`src/rtl/assert_macros.svh`:
```
// Assertion macros shared by the RTL files.
// No dependencies; include by bare file name.
`ifndef ASSERT_MACROS_SVH
`define ASSERT_MACROS_SVH

// Same-cycle implication, disabled while reset is asserted.
`define SCPC_ASSERT_NOW(label, clk, rst_n, ante, cons) \
    label: assert property (@(posedge clk) disable iff (!rst_n) (ante) |-> (cons)) \
        else $error("scpc assertion failed");

// Next-cycle implication, disabled while reset is asserted.
`define SCPC_ASSERT_NEXT(label, clk, rst_n, ante, cons) \
    label: assert property (@(posedge clk) disable iff (!rst_n) (ante) |=> (cons)) \
        else $error("scpc assertion failed");

`endif

```
`src/rtl/scpc_pkg.sv`:
```
// Shared types, constants and keyword tables for the serial command PWM controller.
// No dependencies.
package scpc_pkg;

    localparam int LINE_MAX = 255;
    localparam int LEN_W    = 8;
    localparam int NUM_KW   = 4;

    localparam logic [7:0]  CHAR_CR       = 8'h0D;
    localparam logic [7:0]  CHAR_DASH     = 8'h2D;
    localparam logic [7:0]  CHAR_NUL      = 8'h00;
    localparam logic [7:0]  CASE_OFFSET   = 8'd32;
    localparam logic [15:0] PASS_CODE_RST = 16'd5467;
    localparam logic [15:0] PERIOD_RST    = 16'd1000;
    localparam logic [15:0] NUM_MAX       = 16'hFFFF;

    typedef enum logic [1:0] {
        TOK_START,
        TOK_KEYWORD,
        TOK_GAP,
        TOK_NUMBER
    } tok_state_t;

    typedef enum logic [2:0] {
        KW_INFO,
        KW_PASS,
        KW_PERIOD,
        KW_WIDTH,
        KW_NONE
    } kw_t;

    typedef enum logic [3:0] {
        ST_NONE       = 4'd0,
        ST_EMPTY      = 4'd1,
        ST_UNKNOWN    = 4'd2,
        ST_INFO       = 4'd3,
        ST_PASS_OK    = 4'd4,
        ST_BAD_PASS   = 4'd5,
        ST_DENIED     = 4'd6,
        ST_PERIOD_SET = 4'd7,
        ST_WIDTH_SET  = 4'd8,
        ST_WIDTH_REJ  = 4'd9
    } status_t;

    // Parsed line, valid in the cycle a carriage return is processed.
    typedef struct packed {
        logic        eol;
        logic        empty;
        kw_t         kw;
        logic [15:0] number;
    } line_cmd_t;

    typedef struct packed {
        status_t     status;
        logic        also_denied;
        logic        pwm_level;
        logic [15:0] period;
        logic [15:0] width;
        logic        unlocked;
    } result_t;

    function automatic logic [2:0] kw_len(input logic [1:0] idx);
        logic [2:0] len;
        case (idx)
            2'd0:    len = 3'd5;
            2'd1:    len = 3'd4;
            2'd2:    len = 3'd6;
            2'd3:    len = 3'd5;
            default: len = 3'd0;
        endcase
        return len;
    endfunction

    function automatic logic [7:0] kw_char(input logic [1:0] idx, input logic [2:0] pos);
        logic [7:0] ch;
        case ({idx, pos})
            {2'd0, 3'd0}: ch = "I";
            {2'd0, 3'd1}: ch = "N";
            {2'd0, 3'd2}: ch = "F";
            {2'd0, 3'd3}: ch = "O";
            {2'd0, 3'd4}: ch = "?";
            {2'd1, 3'd0}: ch = "P";
            {2'd1, 3'd1}: ch = "A";
            {2'd1, 3'd2}: ch = "S";
            {2'd1, 3'd3}: ch = "S";
            {2'd2, 3'd0}: ch = "P";
            {2'd2, 3'd1}: ch = "E";
            {2'd2, 3'd2}: ch = "R";
            {2'd2, 3'd3}: ch = "I";
            {2'd2, 3'd4}: ch = "O";
            {2'd2, 3'd5}: ch = "D";
            {2'd3, 3'd0}: ch = "W";
            {2'd3, 3'd1}: ch = "I";
            {2'd3, 3'd2}: ch = "D";
            {2'd3, 3'd3}: ch = "T";
            {2'd3, 3'd4}: ch = "H";
            default:      ch = CHAR_NUL;
        endcase
        return ch;
    endfunction

endpackage

```
`src/rtl/scpc_parser.sv`:
```
// Line parser: keyword matching and decimal accumulation, one byte per step.
// Depends on scpc_pkg.
module scpc_parser import scpc_pkg::*; (
    input  logic       aclk,
    input  logic       aresetn,
    input  logic       step,
    input  logic       is_byte,
    input  logic [7:0] rx_byte,
    output line_cmd_t  cmd
);

    logic [LEN_W-1:0] len_reg, len_next;
    tok_state_t       tok_reg, tok_next;
    logic [2:0]       pos_reg, pos_next;
    logic [NUM_KW-1:0] cand_reg, cand_next;
    logic [15:0]      num_reg, num_next;
    logic             done_reg, done_next;

    logic [7:0]        up_char;
    logic              is_dash;
    logic              is_digit;
    logic              eol;
    logic              take;
    logic [NUM_KW-1:0] cand_kw;
    logic [2:0]        pos_kw;
    logic [19:0]       num_ext;
    logic [19:0]       num_sum;
    logic [15:0]       num_sat;

    always_comb begin
        up_char  = (rx_byte inside {[8'h61:8'h7A]}) ? rx_byte - CASE_OFFSET : rx_byte;
        is_dash  = (rx_byte == CHAR_DASH);
        is_digit = (rx_byte inside {[8'h30:8'h39]});
        eol      = step && is_byte && (rx_byte == CHAR_CR);
        take     = step && is_byte && (rx_byte != CHAR_CR) && (rx_byte != CHAR_NUL)
                   && (len_reg < LEN_W'(LINE_MAX));
        for (int i = 0; i < NUM_KW; i++) begin
            cand_kw[i] = cand_reg[i] && (pos_reg < kw_len(2'(i)))
                         && (kw_char(2'(i), pos_reg) == up_char);
        end
        pos_kw  = (pos_reg == 3'd7) ? pos_reg : pos_reg + 3'd1;
        num_ext = {4'd0, num_reg};
        num_sum = (num_ext << 3) + (num_ext << 1) + {16'd0, rx_byte[3:0]};
        num_sat = (num_sum > {4'd0, NUM_MAX}) ? NUM_MAX : num_sum[15:0];
    end

    // next state
    always_comb begin
        len_next  = len_reg;
        tok_next  = tok_reg;
        pos_next  = pos_reg;
        cand_next = cand_reg;
        num_next  = num_reg;
        done_next = done_reg;
        if (eol) begin
            len_next  = '0;
            tok_next  = TOK_START;
            pos_next  = '0;
            cand_next = '1;
            num_next  = '0;
            done_next = 1'b0;
        end else if (take) begin
            len_next = len_reg + LEN_W'(1);
            case (tok_reg)
                TOK_START: begin
                    if (!is_dash) begin
                        tok_next  = TOK_KEYWORD;
                        cand_next = cand_kw;
                        pos_next  = pos_kw;
                    end
                end
                TOK_KEYWORD: begin
                    if (is_dash) begin
                        tok_next = TOK_GAP;
                    end else begin
                        cand_next = cand_kw;
                        pos_next  = pos_kw;
                    end
                end
                TOK_GAP: begin
                    if (!is_dash) begin
                        tok_next = TOK_NUMBER;
                        if (is_digit) begin
                            num_next = num_sat;
                        end else begin
                            done_next = 1'b1;
                        end
                    end
                end
                default: begin
                    if (!done_reg) begin
                        if (is_digit) begin
                            num_next = num_sat;
                        end else begin
                            done_next = 1'b1;
                        end
                    end
                end
            endcase
        end
    end

    // outputs
    always_comb begin
        cmd.eol    = eol;
        cmd.empty  = (len_reg == '0);
        cmd.number = num_reg;
        cmd.kw     = KW_NONE;
        if (tok_reg != TOK_START) begin
            for (int i = NUM_KW - 1; i >= 0; i--) begin
                if (cand_reg[i] && (pos_reg == kw_len(2'(i)))) begin
                    cmd.kw = kw_t'(3'(i));
                end
            end
        end
    end

    always_ff @(posedge aclk) begin
        if (!aresetn) begin
            len_reg  <= '0;
            tok_reg  <= TOK_START;
            pos_reg  <= '0;
            cand_reg <= '1;
            num_reg  <= '0;
            done_reg <= 1'b0;
        end else begin
            len_reg  <= len_next;
            tok_reg  <= tok_next;
            pos_reg  <= pos_next;
            cand_reg <= cand_next;
            num_reg  <= num_next;
            done_reg <= done_next;
        end
    end

endmodule

```
`src/rtl/scpc_exec.sv`:
```
// Command execution, unlock flag, pass code register and PWM counter.
// Depends on scpc_pkg; takes parsed lines from scpc_parser.
module scpc_exec import scpc_pkg::*; (
    input  logic        aclk,
    input  logic        aresetn,
    input  logic        cfg_we,
    input  logic [15:0] cfg_pass_code,
    input  logic        step,
    input  logic        is_tick,
    input  line_cmd_t   cmd,
    output result_t     res
);

    logic [15:0] pass_code_reg;
    logic [15:0] period_reg, period_next;
    logic [15:0] width_reg, width_next;
    logic        unlock_reg, unlock_next;
    logic [15:0] count_reg, count_next;

    logic [15:0] cycle_len;
    status_t     status;
    logic        den;

    always_comb begin
        period_next = period_reg;
        width_next  = width_reg;
        unlock_next = unlock_reg;
        count_next  = count_reg;
        status      = ST_NONE;
        den         = 1'b0;
        cycle_len   = (period_reg > width_reg) ? period_reg : width_reg;
        if (step && is_tick) begin
            if (width_reg == '0) begin
                count_next = '0;
            end else if (({1'b0, count_reg} + 17'd1) >= {1'b0, cycle_len}) begin
                count_next = '0;
            end else begin
                count_next = count_reg + 16'd1;
            end
        end else if (cmd.eol) begin
            if (cmd.empty) begin
                status = ST_EMPTY;
            end else begin
                case (cmd.kw)
                    KW_INFO: status = ST_INFO;
                    KW_PASS: begin
                        if (cmd.number == pass_code_reg) begin
                            unlock_next = !unlock_reg;
                            status      = ST_PASS_OK;
                        end else begin
                            status = ST_BAD_PASS;
                        end
                        den = !unlock_next;
                    end
                    KW_PERIOD: begin
                        if (!unlock_reg) begin
                            status = ST_DENIED;
                        end else begin
                            period_next = cmd.number;
                            status      = ST_PERIOD_SET;
                        end
                    end
                    KW_WIDTH: begin
                        if (!unlock_reg) begin
                            status = ST_DENIED;
                        end else if (cmd.number > period_reg) begin
                            status = ST_WIDTH_REJ;
                        end else begin
                            width_next = cmd.number;
                            status     = ST_WIDTH_SET;
                        end
                    end
                    default: status = ST_UNKNOWN;
                endcase
            end
        end
    end

    always_comb begin
        res.status      = status;
        res.also_denied = den;
        res.pwm_level   = (width_next != '0) && (count_next < width_next);
        res.period      = period_next;
        res.width       = width_next;
        res.unlocked    = unlock_next;
    end

    always_ff @(posedge aclk) begin
        if (!aresetn) begin
            pass_code_reg <= PASS_CODE_RST;
            period_reg    <= PERIOD_RST;
            width_reg     <= '0;
            unlock_reg    <= 1'b0;
            count_reg     <= '0;
        end else begin
            if (cfg_we) begin
                pass_code_reg <= cfg_pass_code;
            end
            period_reg <= period_next;
            width_reg  <= width_next;
            unlock_reg <= unlock_next;
            count_reg  <= count_next;
        end
    end

endmodule

```
`src/rtl/serial_command_pwm_controller_core.sv`:
```
// Top level of the serial command PWM controller: input register, parser,
// executor and result register. Depends on scpc_pkg, scpc_parser, scpc_exec.
//
//   channel | ports                                   | direction
//   --------+-----------------------------------------+----------
//   request | s_valid s_ready s_req_type s_rx_byte    | in
//   result  | m_valid m_ready m_status m_also_denied  | out
//           | m_pwm_level m_period_now m_width_now    |
//           | m_unlocked                              |
//   config  | cfg_valid cfg_ready cfg_pass_code       | in
//
// One request per cycle sustained while m_ready is high; a request passes the input
// register, then the result register, before its result is presented. Parser and
// executor state are updated in the single cycle a request leaves the input register.
// Reset: parser cleared, pass code 5467, period 1000, width 0, locked. While m_ready
// is low the result holds and one more request is buffered.
module serial_command_pwm_controller_core import scpc_pkg::*; (
    input  logic        aclk,
    input  logic        aresetn,
    input  logic        s_valid,
    output logic        s_ready,
    input  logic        s_req_type,
    input  logic [7:0]  s_rx_byte,
    output logic        m_valid,
    input  logic        m_ready,
    output logic [3:0]  m_status,
    output logic        m_also_denied,
    output logic        m_pwm_level,
    output logic [15:0] m_period_now,
    output logic [15:0] m_width_now,
    output logic        m_unlocked,
    input  logic        cfg_valid,
    output logic        cfg_ready,
    input  logic [15:0] cfg_pass_code
);

`include "assert_macros.svh"

    logic       in_valid_reg, in_valid_next;
    logic       in_type_reg;
    logic [7:0] in_byte_reg;
    logic       m_valid_reg, m_valid_next;
    result_t    res_reg;

    logic       advance;
    line_cmd_t  cmd;
    result_t    res;

    assign advance   = in_valid_reg && (!m_valid_reg || m_ready);
    assign s_ready   = !in_valid_reg || advance;
    assign cfg_ready = 1'b1;

    always_comb begin
        in_valid_next = in_valid_reg;
        if (s_valid && s_ready) begin
            in_valid_next = 1'b1;
        end else if (advance) begin
            in_valid_next = 1'b0;
        end
        m_valid_next = m_valid_reg;
        if (advance) begin
            m_valid_next = 1'b1;
        end else if (m_ready) begin
            m_valid_next = 1'b0;
        end
    end

    scpc_parser u_parser (
        .aclk    (aclk),
        .aresetn (aresetn),
        .step    (advance),
        .is_byte (!in_type_reg),
        .rx_byte (in_byte_reg),
        .cmd     (cmd)
    );

    scpc_exec u_exec (
        .aclk          (aclk),
        .aresetn       (aresetn),
        .cfg_we        (cfg_valid && cfg_ready),
        .cfg_pass_code (cfg_pass_code),
        .step          (advance),
        .is_tick       (in_type_reg),
        .cmd           (cmd),
        .res           (res)
    );

    always_ff @(posedge aclk) begin
        if (!aresetn) begin
            in_valid_reg <= 1'b0;
            m_valid_reg  <= 1'b0;
        end else begin
            in_valid_reg <= in_valid_next;
            m_valid_reg  <= m_valid_next;
        end
    end

    always_ff @(posedge aclk) begin
        if (s_valid && s_ready) begin
            in_type_reg <= s_req_type;
            in_byte_reg <= s_rx_byte;
        end
        if (advance) begin
            res_reg <= res;
        end
    end

    assign m_valid       = m_valid_reg;
    assign m_status      = res_reg.status;
    assign m_also_denied = res_reg.also_denied;
    assign m_pwm_level   = res_reg.pwm_level;
    assign m_period_now  = res_reg.period;
    assign m_width_now   = res_reg.width;
    assign m_unlocked    = res_reg.unlocked;

    `SCPC_ASSERT_NOW(a_denied_after_pass, aclk, aresetn, m_valid && m_also_denied,
        (m_status == ST_PASS_OK || m_status == ST_BAD_PASS) && !m_unlocked)
    `SCPC_ASSERT_NOW(a_level_needs_width, aclk, aresetn, m_valid && m_pwm_level,
        m_width_now != 16'd0)
    `SCPC_ASSERT_NOW(a_width_within_period, aclk, aresetn, m_valid && m_status == ST_WIDTH_SET,
        m_width_now <= m_period_now)
    `SCPC_ASSERT_NEXT(a_advance_fills_output, aclk, aresetn, advance, m_valid)

endmodule

```
`config.mk`:
```
export PLATFORM = sky130hd
export DESIGN_NAME = serial_command_pwm_controller_core
export DESIGN_NICKNAME = d
export VERILOG_FILES = /design/src/rtl/scpc_pkg.sv /design/src/rtl/scpc_parser.sv /design/src/rtl/scpc_exec.sv /design/src/rtl/serial_command_pwm_controller_core.sv
export VERILOG_INCLUDE_DIRS = /design/src /design/src/rtl
export SDC_FILE = /design/constraint.sdc
export NUM_CORES = 1
export LEC_CHECK = 0
export BUFFER_PORTS_ARGS = -buffer_cell sky130_fd_sc_hd__buf_2
export CAP_MARGIN = 5
export CORE_MARGIN = 2
export CORE_UTILIZATION = 60
export DETAILED_ROUTE_END_ITERATION = 10
export PLACE_DENSITY = 0.8
export RECOVER_POWER = 100
export SYNTH_ARGS = -nofsm -noshare
export SYNTH_HDL_FRONTEND = slang
export SYNTH_SLANG_ARGS = --single-unit
export TNS_END_PERCENT = 20
```
`constraint.sdc`:
```
create_clock -name aclk -period 8.75 [get_ports aclk]
set_clock_uncertainty 0.05 [all_clocks]
set_input_delay 0.875 -clock aclk [delete_from_list [all_inputs] [get_ports aclk]]
set_output_delay 0.875 -clock aclk [all_outputs]
set_load 0.01 [all_outputs]
```
# Word level (Yosys, flattened, before mapping)
# Index checks and enable logic that the tools add are counted.
[totals]
register_bits = 149
latch_bits = 0
mem_bits_rw = 0
romBits = 0
in_bits = 30
out_inout_bits = 42
elab_cells = 188
memories = 0
[op_classes]
addsub = 7
mul = 0
div = 0
n_lt_le_gt_ge = 13
eq_ne = 27
shifts = 0
muxes = 61
n_bitwise = 6
reduce_logical = 52
[ops]
columns = ["op", "n"]
rows = [
  ["16-bit 2-to-1 mux", 19],
  ["7-bit case mux with 5 select lines", 2],
  ["7-bit case mux with 6 select lines", 1],
  ["7-bit by 8-bit equality test with 1-bit output", 4],
  ["16-bit > comparator", 2],
  ["16-bit case mux with 2 select lines", 1],
  ["3-bit 2-to-1 mux", 8],
  ["1-bit logical AND", 23],
  ["1-bit 2-to-1 mux", 21],
  ["7-bit case mux with 3 select lines", 1],
  ["19-bit by 17-bit adder with 20-bit output", 1],
  ["20-bit by 4-bit adder with 20-bit output", 1],
  ["20-bit by 16-bit > comparator with 1-bit output (second input constant)", 1],
  ["16-bit by 1-bit adder with 17-bit output (second input constant)", 1],
  ["17-bit by 16-bit >= comparator with 1-bit output", 1],
  ["16-bit by 1-bit adder with 16-bit output (second input constant)", 1],
  ["16-bit equality test", 1],
  ["16-bit zero test", 1],
  ["16-bit < comparator", 1],
  ["4-bit case mux with 4 select lines", 1],
  ["16-bit nonzero test", 1],
  ["3-bit by 2-bit equality test with 1-bit output (second input constant)", 4],
  ["4-bit AND reduction", 3],
  ["3-bit equality test", 3],
  ["other kinds (37)", 63],
]

# Logic depth before layout (Yosys ltp)
[logic_depth]
ltp_word = 18
ltp_mapped = 29
ltp_nobuf = 26

# Hierarchy
# From an unflattened synthesis, not the netlist that was laid out.
[hier_totals]
cells_unflattened = 1059
area_unflattened_um2 = 9760.6
[modules_own_cells]
columns = ["mod", "n_inst", "cells_each", "area_per_inst_um2", "seq_area_each_um2"]
rows = [
  ["scpc_exec", 1, 577, 4909.7, 1301.2],
  ["scpc_parser", 1, 422, 3290.7, 680.7],
  ["serial_command_pwm_controller_core", 1, 60, 1560.2, 1481.4],
]

# Least setup slack after synthesis
# OpenSTA, ideal clock, no wires.
[synth_timing]
path_kind = "flip-flop to flip-flop"
start = "reg u_exec.width_reg[2]"
end = "reg res_reg (netlist bit m_pwm_level) (data pin)"
setup_ns = 0.133
arrival_ns = 5.419
required_ns = 8.567
path_slack_ns = 3.148
path_stages_with_launch = 30
n_path_buf = 3
synth_period_minus_slack_ns = 5.602
path_cell_list = "dfxtp_1 -> inv_1 -> ha_1 -> a21o_1 -> a21oi_1 -> nor2b_1 -> o31ai_1 -> a211oi_1 -> o21bai_1 -> a21o_1 -> clkbuf_1 -> buf_2 -> mux2i_1 -> ha_1 -> a211oi_1 -> nor2_1 -> a2111oi_0 -> o221ai_1 -> a211o_1 -> clkbuf_1 -> nor4_1 -> a21o_1 -> ha_1 -> a21o_1 -> a21o_1 -> a21oi_1 -> a211oi_1 -> and4_1 -> o21ai_1 -> and4_1"
[synth_rtl]
columns = ["item", "line", "text"]
rows = [
  ["from (decl)", "scpc_exec.sv:16", "logic [15:0] width_reg, width_next;"],
  ["from (signal assigned)", "scpc_exec.sv:100", "width_reg <= width_next;"],
  ["to (signal assigned)", "serial_command_pwm_controller_core.sv:104", "res_reg <= res;"],
  ["to (decl)", "serial_command_pwm_controller_core.sv:43", "result_t res_reg;"],
]

# Final worst setup path
[layout_timing]
start = "reg in_byte_reg[3]"
end = "reg u_parser.num_reg[1]"
[layout_via]
elab_chain_len = 6
word_cells_on_any_way = 21
cone_classes = "1 x add/sub; 3 x order compare; 4 x eq/ne; 5 x mux; 8 x reduce/logical"
[layout_rtl]
columns = ["item", "line", "text"]
rows = [
  ["from (decl)", "serial_command_pwm_controller_core.sv:41", "logic [7:0] in_byte_reg;"],
  ["from (signal assigned)", "serial_command_pwm_controller_core.sv:101", "in_byte_reg <= s_rx_byte;"],
  ["20-bit by 4-bit adder with 20-bit output", "scpc_parser.sv:43", "num_sum = (num_ext << 3) + (num_ext << 1) + {16'd0, rx_byte[3:0]};"],
  ["20-bit by 16-bit > comparator with 1-bit output", "scpc_parser.sv:44", "num_sat = (num_sum > {4'd0, NUM_MAX}) ? NUM_MAX : num_sum[15:0];"],
  ["16-bit 2-to-1 mux", "scpc_parser.sv:44", ""],
  ["16-bit 2-to-1 mux", "scpc_parser.sv:83, scpc_parser.sv:92", ""],
  ["16-bit 2-to-1 mux (on tied branches)", "scpc_parser.sv:91, scpc_parser.sv:81", ""],
  ["16-bit case mux with 2 select lines", "scpc_parser.sv:64", "case (tok_reg)"],
  ["to (signal assigned)", "scpc_parser.sv:131", "num_reg <= num_next;"],
  ["to (decl)", "scpc_parser.sv:16", "logic [15:0] num_reg, num_next;"],
]
# Parallel ways exist; a longest one is shown, timed or not. The select of a mux whose other input is x is not followed.
# A chain may end at the register's enable or synchronous reset.

==> results by group <==
Outcome
  – Run status: finished with violations
  – Failing checks: capacitance limit, slew limit

Routing
  – DR vias: between 7k and 8k
  – Final WL: about 22 mm
  – Post-route DRC violation count: 0
  – Length of the first detailed-routing pass in iterations: 5
  – WL/cell: 16.7 um
  – Routed Antenna Nets: 0
  – DR iter-0 viols: around 450
  – Vias/cell: between 5 and 6

Placement
  – Pre-CTS setup slack: about 2800 ps
  – Gp weighted congestion: just over 0.9
  – Port bufs: 70
  – Post-DP HPWL: between 15 and 20 mm
  – Placed Area: a little under 10000 sq um

Synth
  – Share of flip-flops with an asynchronous set or reset: 0
  – Yosys Warn Count: 0
  – Synth Area in Adders: 0.149
  – Gate Count Post-Synth: 1015
  – Main synth FF type: dfxtp_1
  – Most area-hungry cell type in the Yosys netlist: dfxtp_1
  – Top post-synthesis cells by area: dfxtp_1 (22%), edfxtp_1 (15%), ha_1 (15%)
  – Post-synthesis mux area share: 0.0591
  – Syn_nets: ~1.2k
  – Largest family of logic cells by synthesized area: simple AND/OR/NAND/NOR gates
  – Post-synth EDFFs: 48
  – Xor and xnor area share after synthesis: 0.0531
  – Count leader, synth: ha_1
  – Register area share after synthesis: 0.368
  – Post-synthesis simple-gate area fraction: 0.179
  – Yosys reg bits: about 150
  – Commonest cells in the netlist: ha_1 (109), dfxtp_1 (101), nor2_1 (82)
  – Post-Syn Area per Cell: ~9 sq um
  – Top cell type's share of synthesized area: 0.215
  – Synth Cell Area: about 9400 sq um
  – Post-synth cell types: just over 70
  – Synth Area in Compound Gates: 0.143

GRT
  – Largest net degree at the start of global routing: 40
  – Total GRT Usage: 0.266
  – Final global-route overflow total: 0
  – Vias in the first global route: ~7.2k
  – First-pass GRT wire length: between 30 and 40 mm
  – Initial antenna violation count: 0

Layout
  – Multi-input logic area: around 5400 sq um
  – NumNets Final: between 1k and 1.5k
  – Layout Area Growth over Synthesis: 9.84%
  – # fillers: 1212
  – Finished layout cell area: about 10000 sq um
  – Layout cell share with drive strength beyond 1: 0.0767
  – Diodes inserted: 0
  – Seq. cell area: approximately 3500 sq um

STA
  – Final period util: 0.713
  – RSZ-0062 raised after global routing: false
  – Worst slew margin: -1.44
  – Slew of the pin with the lowest slew margin: 3650 ps
  – Setup TNS: 0 ps
  – Final worst setup slack: ~2500 ps
  – Setup violations, final: 0
  – Tmin final: a little over 6000 ps
  – Hold Fails Final Rpt: 0
  – Max Slew Vio Count: 180
  – Peak Freq: between 150 and 200 MHz

Floorplanning
  – Total core area: roughly 15000 sq um
  – Starting density of the core: 0.616
  – Die W: between 100 and 150 um
  – Rows: 45
  – Die height: between 100 and 150 um
  – Num ports: slightly above 70
  – Die footprint: roughly 17000 sq um

Clock network
  – Clk_lat worst skew: ~430 ps
  – # clock sinks: roughly 150
  – CTS tree: done
  – Postcts setup bufs: 0
  – Hold buffer count at cts: 0
  – TritonCTS Buffers: 17
  – CTS root buffer: clkbuf_16
  – CTS clk-pin slew, worst paths: roughly 60 ps
  – CTS Buffer Depth: 2
  – Cts repair resizes: 0
  – Clock H-tree levels: 4

Worst setup path
  – Slowest stage delay, CP: about 2900 ps
  – Crit-path max FO: 16
  – CP bufs+invs: 1
  – Crit path launch type: register
  – WP data required: a little under 9000 ps
  – CP top delay family: compound AO/OA/AOI/OAI gates
  – Worst path arrival time: between 6000 and 7000 ps
  – CP Class: reg -> reg
  – CP max stage cell: a2111oi_1
  – Worst-path cell chain: fa_1, inv_1, fa_1, nor2b_1, o31a_1, o21ai_0, o21ai_0, a31oi_1, a2111oi_1, a21oi_1
  – CP endpoint kind: register

Pwr
  – PwrDens: approximately 150 nW/um^2
  – Leak: ~0.0044 uW
  – Total power draw: 1570 uW
  – Maximum vdd drop: approximately 140 uV

Worst hold path
  – Worst min-delay path category: reg -> reg

Job
  – Max cap viols: 6
==> metrics by stage <==
stage,cells,util,hold WS [ps]
6_report,1293,0.677,427
5_1_grt,1293,0.677,459
4_1_cts,1293,0.685,428
3_5_place_dp,1261,0.646,413
3_3_place_gp,1261,0.646,397
2_1_floorplan,1015,-,382
==> cells by family after synthesis <==
family | count (synthesis)
AND/OR/NAND/NOR | 322
AO/OA/AOI/OAI | 207
flip-flops | 149
buffers and inverters | 113
adder cells (fa/ha/maj) | 111
XOR/XNOR | 57
multiplexers | 55
other | 1
==> routing by layer <==
metal / GRT usage / routed length (um) / share of wire
met1: 0.350 / 9720 / 0.45
met2: 0.429 / 9820 / 0.46
met3: 0.0528 / 1360 / 0.063
met4: 0.113 / 645 / 0.030
met5: 0 / 0 / 0
==> area by class of cell <==
class / count / area share
Multi-Input combinational cell: 753 / 0.525
Sequential cell: 149 / 0.335
Clock buffer: 18 / 0.0416
Timing Repair Buffer: 71 / 0.0290
Inverter: 77 / 0.0280
Tap cell: 211 / 0.0256
Clock inverter: 14 / 0.0153
==> worst register-to-register path, delay by kind of cell (launching register included) <==
| family | cells | cell delay [ps] |
|---|---|---|
| AOI/OAI and AO/OA | 6 | 3990 |
| adders and majority gates | 2 | 1100 |
| buffers and inverters | 1 | 70 |
| DFF | 1 | 620 |
| and+or+nand+nor | 1 | 170 |
==> cells in the final DEF, fill, tap and decap left out, drive strengths merged, types with 5 or more instances in the layout <==
master  count
nand2      73
o21ai      69
and2       32
xor2       23
a211oi     11
buf        26
nor2       82
or4         5
a21oi      62
a31oi       7
edfxtp     48
nor4       19
or2         7
clkbuf     63
nor2b      10
mux2i      51
nand4      28
a21o       15
inv        77
ha        109
and3        6
clkinv     10
or3         8
dfxtp     101
xnor2      34
nor3       14
nand3      20
a22o        8
nand2b      8
==> power by group <==
group / switching, uW / internal (uW) / total (uW)
Clock: 290 / 446 / 736
Combinational: 54.3 / 34.5 / 88.8
Sequential: 15.2 / 731 / 746
Total: 359 / 1210 / 1570
==> path summary, 6_finish.rpt <==
check	start	to	slack, ps	cells past startpoint
max	in_byte_reg[3]$_DFFE_PP_	u_parser.num_reg[1]$_SDFFE_PP0P_	2510	10
max reg2reg	in_byte_reg[3]$_DFFE_PP_	u_parser.num_reg[1]$_SDFFE_PP0P_	2510	10
min reg2reg	u_parser.done_reg$_SDFFE_PP0P_	u_parser.done_reg$_SDFFE_PP0P_	430	2
min	u_parser.done_reg$_SDFFE_PP0P_	u_parser.done_reg$_SDFFE_PP0P_	430	2
No activity file was read; power rests on OpenSTA's default activity.
